**src/rtl/core/suq_pkg.sv**
```systemverilog
package suq_pkg;

    localparam int MAX_SPHERES = 64;
    localparam int NUM_DIMS    = 3;

    localparam int IDX_W   = (MAX_SPHERES > 1) ? $clog2(MAX_SPHERES) : 1;
    localparam int CNT_W   = $clog2(MAX_SPHERES + 1);
    localparam int DIM_W   = 2;
    localparam int COORD_W = 32;
    localparam int RAD_W   = 31;
    localparam int MAG_W   = 32;
    localparam int SQ_W    = 2 * MAG_W + 2;
    localparam int ROOT_W  = 35;
    localparam int NUM_W   = MAG_W + RAD_W + 1;
    localparam int V_W     = NUM_W + 2;

    localparam int SQRT_STEPS = ROOT_W;
    localparam int DIV_STEPS  = NUM_W;
    localparam int STEP_W     = $clog2(DIV_STEPS + 1);

    localparam logic [1:0] CMD_CLEAR = 2'd0;
    localparam logic [1:0] CMD_ADD   = 2'd1;
    localparam logic [1:0] CMD_QUERY = 2'd2;

    typedef struct packed {
        logic [1:0]                cmd;
        logic signed [COORD_W-1:0] coord_x;
        logic signed [COORD_W-1:0] coord_y;
        logic signed [COORD_W-1:0] coord_z;
        logic [RAD_W-1:0]          sphere_radius;
    } item_t;

    typedef struct packed {
        logic                      is_inside;
        logic signed [COORD_W-1:0] proj_x;
        logic signed [COORD_W-1:0] proj_y;
        logic signed [COORD_W-1:0] proj_z;
        logic                      table_empty;
        logic                      table_full;
    } result_t;

    typedef enum logic [3:0] {
        DP_NOP,
        DP_CLEAR,
        DP_ADD,
        DP_CAPTURE,
        DP_READ,
        DP_SQ,
        DP_RSQ,
        DP_SQRT,
        DP_PICK,
        DP_PMUL,
        DP_PDIV,
        DP_PSTORE,
        DP_EMIT_Q,
        DP_EMIT_FULL,
        DP_EMIT_EMPTY
    } dp_op_t;

    typedef struct packed {
        dp_op_t           op;
        logic [IDX_W-1:0] k;
        logic [DIM_W-1:0] dim;
        logic             first;
    } dp_cmd_t;

    typedef struct packed {
        logic [CNT_W-1:0] count;
        logic             out_free;
        logic             dist_zero;
    } dp_status_t;

endpackage

```
**src/rtl/core/suq_ctrl.sv**
```systemverilog
module suq_ctrl (
    input  logic                 clk,
    input  logic                 rst_n,
    input  logic                 item_valid,
    input  logic [1:0]           item_cmd,
    output logic                 item_ready,
    input  suq_pkg::dp_status_t  status,
    output suq_pkg::dp_cmd_t     dp_cmd
);

    typedef enum logic [3:0] {
        ST_IDLE,
        ST_READ,
        ST_SQ,
        ST_RSQ,
        ST_SQRT,
        ST_PICK,
        ST_PMUL,
        ST_PDIV,
        ST_PSTORE,
        ST_EMIT_Q,
        ST_EMIT_FULL,
        ST_EMIT_EMPTY
    } state_t;

    localparam logic [suq_pkg::DIM_W-1:0] LAST_DIM =
        suq_pkg::DIM_W'(suq_pkg::NUM_DIMS - 1);

    state_t                         state_reg, state_next;
    logic [suq_pkg::IDX_W-1:0]      k_reg, k_next;
    logic [suq_pkg::DIM_W-1:0]      dim_reg, dim_next;
    logic [suq_pkg::STEP_W-1:0]     step_reg, step_next;

    always_comb
    begin
        state_next   = state_reg;
        k_next       = k_reg;
        dim_next     = dim_reg;
        step_next    = step_reg;
        dp_cmd.op    = suq_pkg::DP_NOP;
        dp_cmd.k     = k_reg;
        dp_cmd.dim   = dim_reg;
        dp_cmd.first = 1'b0;
        item_ready   = (state_reg == ST_IDLE);

        case (state_reg)
            ST_IDLE:
            begin
                if (item_valid)
                begin
                    case (item_cmd)
                        suq_pkg::CMD_CLEAR:
                        begin
                            dp_cmd.op = suq_pkg::DP_CLEAR;
                        end
                        suq_pkg::CMD_ADD:
                        begin
                            if (status.count == suq_pkg::CNT_W'(suq_pkg::MAX_SPHERES))
                                state_next = ST_EMIT_FULL;
                            else
                                dp_cmd.op = suq_pkg::DP_ADD;
                        end
                        suq_pkg::CMD_QUERY:
                        begin
                            dp_cmd.op = suq_pkg::DP_CAPTURE;
                            k_next    = '0;
                            if (status.count == '0)
                                state_next = ST_EMIT_EMPTY;
                            else
                                state_next = ST_READ;
                        end
                        default: ;
                    endcase
                end
            end
            ST_READ:
            begin
                dp_cmd.op  = suq_pkg::DP_READ;
                dim_next   = '0;
                state_next = ST_SQ;
            end
            ST_SQ:
            begin
                dp_cmd.op    = suq_pkg::DP_SQ;
                dp_cmd.first = (dim_reg == '0);
                if (dim_reg == LAST_DIM)
                    state_next = ST_RSQ;
                else
                    dim_next = dim_reg + suq_pkg::DIM_W'(1);
            end
            ST_RSQ:
            begin
                dp_cmd.op  = suq_pkg::DP_RSQ;
                step_next  = '0;
                state_next = ST_SQRT;
            end
            ST_SQRT:
            begin
                dp_cmd.op = suq_pkg::DP_SQRT;
                if (step_reg == suq_pkg::STEP_W'(suq_pkg::SQRT_STEPS - 1))
                    state_next = ST_PICK;
                else
                    step_next = step_reg + suq_pkg::STEP_W'(1);
            end
            ST_PICK:
            begin
                dp_cmd.op    = suq_pkg::DP_PICK;
                dp_cmd.first = (k_reg == '0);
                if (suq_pkg::CNT_W'(k_reg) + suq_pkg::CNT_W'(1) == status.count)
                begin
                    dim_next   = '0;
                    state_next = ST_PMUL;
                end
                else
                begin
                    k_next     = k_reg + suq_pkg::IDX_W'(1);
                    state_next = ST_READ;
                end
            end
            ST_PMUL:
            begin
                dp_cmd.op = suq_pkg::DP_PMUL;
                step_next = '0;
                if (status.dist_zero)
                    state_next = ST_PSTORE;
                else
                    state_next = ST_PDIV;
            end
            ST_PDIV:
            begin
                dp_cmd.op = suq_pkg::DP_PDIV;
                if (step_reg == suq_pkg::STEP_W'(suq_pkg::DIV_STEPS - 1))
                    state_next = ST_PSTORE;
                else
                    step_next = step_reg + suq_pkg::STEP_W'(1);
            end
            ST_PSTORE:
            begin
                dp_cmd.op = suq_pkg::DP_PSTORE;
                if (dim_reg == LAST_DIM)
                    state_next = ST_EMIT_Q;
                else
                begin
                    dim_next   = dim_reg + suq_pkg::DIM_W'(1);
                    state_next = ST_PMUL;
                end
            end
            ST_EMIT_Q:
            begin
                if (status.out_free)
                begin
                    dp_cmd.op  = suq_pkg::DP_EMIT_Q;
                    state_next = ST_IDLE;
                end
            end
            ST_EMIT_FULL:
            begin
                if (status.out_free)
                begin
                    dp_cmd.op  = suq_pkg::DP_EMIT_FULL;
                    state_next = ST_IDLE;
                end
            end
            ST_EMIT_EMPTY:
            begin
                if (status.out_free)
                begin
                    dp_cmd.op  = suq_pkg::DP_EMIT_EMPTY;
                    state_next = ST_IDLE;
                end
            end
            default:
            begin
                state_next = ST_IDLE;
            end
        endcase
    end

    always_ff @(posedge clk or negedge rst_n)
    begin
        if (!rst_n)
        begin
            state_reg <= ST_IDLE;
            k_reg     <= '0;
            dim_reg   <= '0;
            step_reg  <= '0;
        end
        else
        begin
            state_reg <= state_next;
            k_reg     <= k_next;
            dim_reg   <= dim_next;
            step_reg  <= step_next;
        end
    end

endmodule

```
**config.mk**
```make
export PLATFORM = sky130hd
export DESIGN_NAME = suq_ctrl
export DESIGN_NICKNAME = d
export VERILOG_FILES = /design/src/rtl/core/suq_pkg.sv /design/src/rtl/core/suq_ctrl.sv
export SDC_FILE = /design/constraint.sdc
export NUM_CORES = 1
export LEC_CHECK = 0
export ABC_AREA = 1
export BUFFER_PORTS_ARGS = -buffer_cell sky130_fd_sc_hd__buf_2
export CORE_UTILIZATION = 41
export DETAILED_ROUTE_END_ITERATION = 16
export PLACE_DENSITY = 0.7
export SETUP_SLACK_MARGIN = 0.05
export SYNTH_ARGS = -nofsm -noshare
export SYNTH_HDL_FRONTEND = slang
export SYNTH_SLANG_ARGS = --single-unit
```
**constraint.sdc**
```tcl
create_clock -name clk -period 4.85 [get_ports clk]
set_input_delay 0 -clock clk [delete_from_list [all_inputs] [get_ports clk]]
set_output_delay 0 -clock clk [all_outputs]
set_load 0.005 [all_outputs]
```
* Word level (Yosys, flattened, before mapping)
Cells that the tools add are included.
** Storage, ports and cells
- Register bits :: 19
- Input bits :: 14
- Logic and storage cells :: 84
** Cells by class
- Reductions and logical operators :: 15
- Eq/ne operators :: 31
- $add $sub $neg :: 4
- Multiplexer cells :: 30
** Operators by type and width (number)
- two-way mux 4 bit :: 12
- one-hot mux 4 bit (12 select lines) :: 1
- one-hot mux 4 bit (10 select lines) :: 1
- one-hot mux 7 bit (3 select lines) :: 1
- two-way mux 6 bit :: 3
- != test 2 bit, second input constant :: 9
- == test 4 x 3 -> 1 bit, second input constant :: 4
- == test 4 bit, second input constant :: 4
- == test 7 x 6 -> 1 bit, second input constant :: 2
- two-way mux 7 bit :: 2
- one-hot mux 2 bit (3 select lines) :: 2
- one-hot mux 6 bit (2 select lines) :: 1
- == test 4 x 2 -> 1 bit, second input constant :: 2
- two-way mux 2 bit :: 4
- one-hot mux 4 bit (2 select lines) :: 1
- adder 6 x 1 -> 7 bit, second input constant :: 1
- adder 7 x 1 -> 7 bit, second input constant :: 1
- == test 7 bit :: 1
- == test 7 bit, second input constant :: 1
- zero test 7 bit :: 1
- AND reduction 7 bit :: 1
- adder 6 x 1 -> 6 bit, second input constant :: 1
- zero test 6 bit :: 1
- AND reduction 3 bit :: 2
- 16 further kinds :: 21

* Logic depth before layout (Yosys ltp)
- Depth in word-level cells :: 5
- Mapped depth :: 13
- Gate-level depth less buffers :: 13

* Least setup slack after synthesis
OpenSTA, ideal clock, no wires.
- Path kind :: reg-to-reg
- From :: register k_reg[0] (netlist bit)
- To :: register dim_reg[1] (netlist bit)
- Setup time :: 0.117 ns
- Period minus slack after synthesis :: 1.749 ns
- Data arrival time :: 1.632 ns
- Cell stages (with the launch flop) :: 12
- Buffers on the path :: 0
- Required time :: 4.733 ns
- Path slack :: 3.101 ns
- Path through :: dfrtp_1 -> inv_1 -> ha_1 -> xor2_1 -> nor2_1 -> nand3_2 -> nor2_4 -> nand2_2 -> nand2_2 -> nand2_1 -> nand2_1 -> nand2_1
** On the way
- Word-level cells in the longest chain between the ends :: 4
** Ends and longest elaborated chain
- start, declared :: line suq_ctrl.sv:30 : logic [suq_pkg::IDX_W-1:0] k_reg, k_next;
- start signal, assigned :: line suq_ctrl.sv:191 : k_reg <= k_next;
- adder 6 x 1 -> 7 bit :: line suq_ctrl.sv:109 : if (suq_pkg::CNT_W'(k_reg) + suq_pkg::CNT_W'(1) == status.count)
- == test 7 bit :: line suq_ctrl.sv:109
- != test 2 bit (no line)
- AND reduction 3 bit (no line)
- end signal, assigned :: line suq_ctrl.sv:192 : dim_reg <= dim_next;
- end, declared :: line suq_ctrl.sv:31 : logic [suq_pkg::DIM_W-1:0] dim_reg, dim_next;
Every way passes these cells.
A chain may end at the register's enable or synchronous reset.

* Worst setup path after layout
- From :: register k_reg[0] (netlist bit)
- To :: register dim_reg[0] (netlist bit)
Same word-level chain as after synthesis.

==> results.py <==
metrics = {
    "grt": {
        "grt_max_degree": 20,
        "gr-max-usage-layer": "met2",
        "use_met1_pct": 27.9,
        "antenna_found_initial": 0,
        "grt.total_usage_pct": 19.1,
        "use_met2_pct": 30.1,
        "grt_pass1_vias": 1487,
        "grt_pass1_wl_mm": 6.44,
        "gr-usage-met3_pct": 2.59,
        "overflow": 0,
    },
    "setup_path": {
        "slowest_delay_ns": 0.44,
        "crit_top_cell": "nand2_1",
        "reg2reg_from": "k_reg[0]",
        "rrSetupSlack_ns": 2.94,
        "critPathLaunchType": "register",
        "worstSetupPathType": "register to register",
        "slowest_stage": "dfrtp_1",
        "cp_data_required_time_ns": 5.00,
        "critPathMaxFanout": 6,
        "reg2reg_to": "dim_reg[0]",
        "crit_arrival_ns": 2.06,
        "critPathCaptureType": "register",
        "crit_chain": "inv_1, ha_1, xor2_1, nor2_1, nand3_2, nor2_4, nand2_2, nand2_2, nand2_1, nand2_1, nand2_1",
        "r2r_cells": 11,
    },
    "power_and_ir_drop": {
        "peakVddDrop_v": 0.000180,
        "pwr-share-comb_pct": 59.7,
        "seq_power_share_pct": 28.6,
        "pwr-share-clk_pct": 11.6,
        "powerDensity_nw_per_um2": 494,
        "p_switching_mw": 0.470,
        "p_total_mw": 0.947,
        "leakagePower_nw": 1.03,
        "swShare_pct": 49.7,
        "p_int_mw": 0.476,
    },
    "min_path": {
        "hold_depth": 4,
        "hp-start": "status[1]",
        "min_to": "state_reg[3]",
        "hold_class": "primary input to register",
    },
    "sta": {
        "rsz0062_at_grt": "false",
        "finalHoldViolCount": 0,
        "relSlewSlack_pct": 65.5,
        "slew_violations": 0,
        "fin_crit_sh_pct": 39.4,
        "worst_pin_slew_ns": 0.517,
        "setup_viol": 0,
        "min_period_ns": 1.91,
        "fmax_mhz": 523,
        "fin_worst_skew_ns": 0.00361,
        "setup_tns_ns": 0,
    },
    "floorplanning": {
        "initial_core_util_pct": 44.2,
        "num_rows": 22,
        "die_w_um": 66.0,
        "coreArea_um2": 3800,
        "pin_count": 28,
        "die_h_um": 66.0,
        "dieArea_um2": 4350,
    },
    "routing": {
        "wl_mm": 3.69,
        "detail-route-antenna-nets": 0,
        "wl_per_cell_um": 10.9,
        "dr.first_iter.drc_count": 137,
        "vias_per_cell": 4.91,
        "drcViolationCount": 0,
        "vias": 1653,
        "drt_pass1_iterations": 4,
    },
    "yosys": {
        "syn_nets": 278,
        "synth_edf_count": 0,
        "ys_seq_elements": 19,
        "synth_flop_cell": "dfrtp_1",
        "synth_seq_area_share_pct": 28.3,
        "synth_area_leaders": "dfrtp_1 (28%), nand2_1 (16%), inv_1 (8.9%)",
        "yosys_warnings": 0,
        "async_flop_share_pct": 100,
        "synth.avg_cell_area_um2": 6.50,
        "synthMostInstantiatedCell": "nand2_1",
        "synthCells": 258,
        "syn_area_um2": 1680,
        "yosysUniqueCellTypes": 28,
        "synth_common_cells": "nand2_1 (73), inv_1 (40), nor2_1 (32), nand3_1 (25), dfrtp_1 (19)",
        "synth_top_area_share_pct": 28.3,
        "synth_top_area_cell": "dfrtp_1",
    },
    "cts": {
        "insertion_delay_ns": 0.25,
        "cts_buffers": 3,
        "cts-htree-levels": 1,
        "cts_setup_buffers": 0,
        "cts_tree": "built",
        "cts-root-buf": "clkbuf_8",
        "clk_pin_slew_ns": 0.07,
        "cts_sinks": 19,
        "ctsLongestPathBuffers": 2,
        "cts_resized": 0,
    },
    "finish": {
        "diodes": 0,
        "area_growth_pct": 14.2,
        "layout-drive-gt1-share_pct": 20.1,
        "regArea_um2": 475,
        "filler_cell_count": 406,
        "nNetsFinal": 310,
        "multiInputGateArea_um2": 1030,
        "largest_reg_flops": 7,
    },
    "placed_design": {
        "hpwl_mm": 3.01,
        "place_congestion": 0.903,
        "place.port_buffers": 27,
    },
    "flow_run": {
        "maxCapViolations": 0,
    },
    "status": {
        "status": "finished clean",
    },
}
logic make-up (layout without fill, tap and decap cells):
kind of cell    count (synthesis)  count (layout)  synth area share, %
flops                          19              19                 28.3
compound gates                 25              25                 9.84
fa+ha+maj                       6               6                 4.47
simple gates                  158             158                 44.2
xor+xnor                        5               5                 2.61
buf+inv                        45              76                 10.5
per-layer routing:
layer | part of all wire, % | wire length, um
met5 | 0 | 0
met3 | 5.1 | 188
met4 | 1.1 | 41
met2 | 43 | 1590
met1 | 51 | 1860
cells in the final DEF, fill, tap and decap left out, types with 6 or more instances in the layout:
cell,n
nor2_1,32
o21ai_0,11
nand3_1,25
nand2_2,6
buf_2,27
nand2_1,73
ha_1,6
inv_1,40
dfrtp_1,19
what timing repair did:
action / CTS / global route
hold endpoints to repair: 19 / 0
setup endpoints to repair: 0 / 0
hold buffers: 1 / 0
critical path: cells and delay by family, from the launching register on:
kind	cells	cell delay [ns]
and+or+nand+nor	8	0.74
DFF	1	0.44
adders and majority gates	1	0.34
xor gates and xnor gates	1	0.17
buffers and inverters	1	0.11
worst max path at each step:
stage                 from  cells after the start  slack, ns            to
3_5_place_dp      k_reg[0]                     11       2.95    dim_reg[0]
6_report          k_reg[0]                     11       2.94    dim_reg[0]
2_1_floorplan     k_reg[0]                     11       3.10    dim_reg[1]
5_1_grt        step_reg[1]                      8       2.76   step_reg[1]
3_3_place_gp      k_reg[0]                     11       2.95    dim_reg[0]
4_1_cts           k_reg[0]                     11       2.93  state_reg[0]
power groups by stage:
stage / Sequential [mW] / Combinational, mW / Clock (mW)
floorplan: 0.263 / 0.429 / 0
global placement: 0.272 / 0.560 / 0
detailed placement: 0.274 / 0.561 / 0
CTS: 0.271 / 0.566 / 0.114
global route: 0.281 / 0.654 / 0.120
finish: 0.271 / 0.565 / 0.110
cell type report:
class | instances | area share [%]
Multi-Input combinational cell | 194 | 53.5
Sequential cell | 19 | 24.8
Inverter | 44 | 8.62
Timing Repair Buffer | 28 | 7.57
Clock buffer | 4 | 2.35
Tap cell | 48 | 3.13
per-stage QoR:
stage	setup WS [ns]	instances	utilization, %	hold WS (ns)	area [um^2]
after floorplan	3.10	258	-	-0.296	1680
after global placement	2.95	332	49.0	-0.0330	1860
after detailed placement	2.95	332	49.0	-0.0319	1860
after CTS	2.93	337	50.5	0.0799	1920
after global routing	2.76	337	50.5	0.135	1920
final	2.94	337	50.5	0.0771	1920
(Power assumes the default switching activity.)
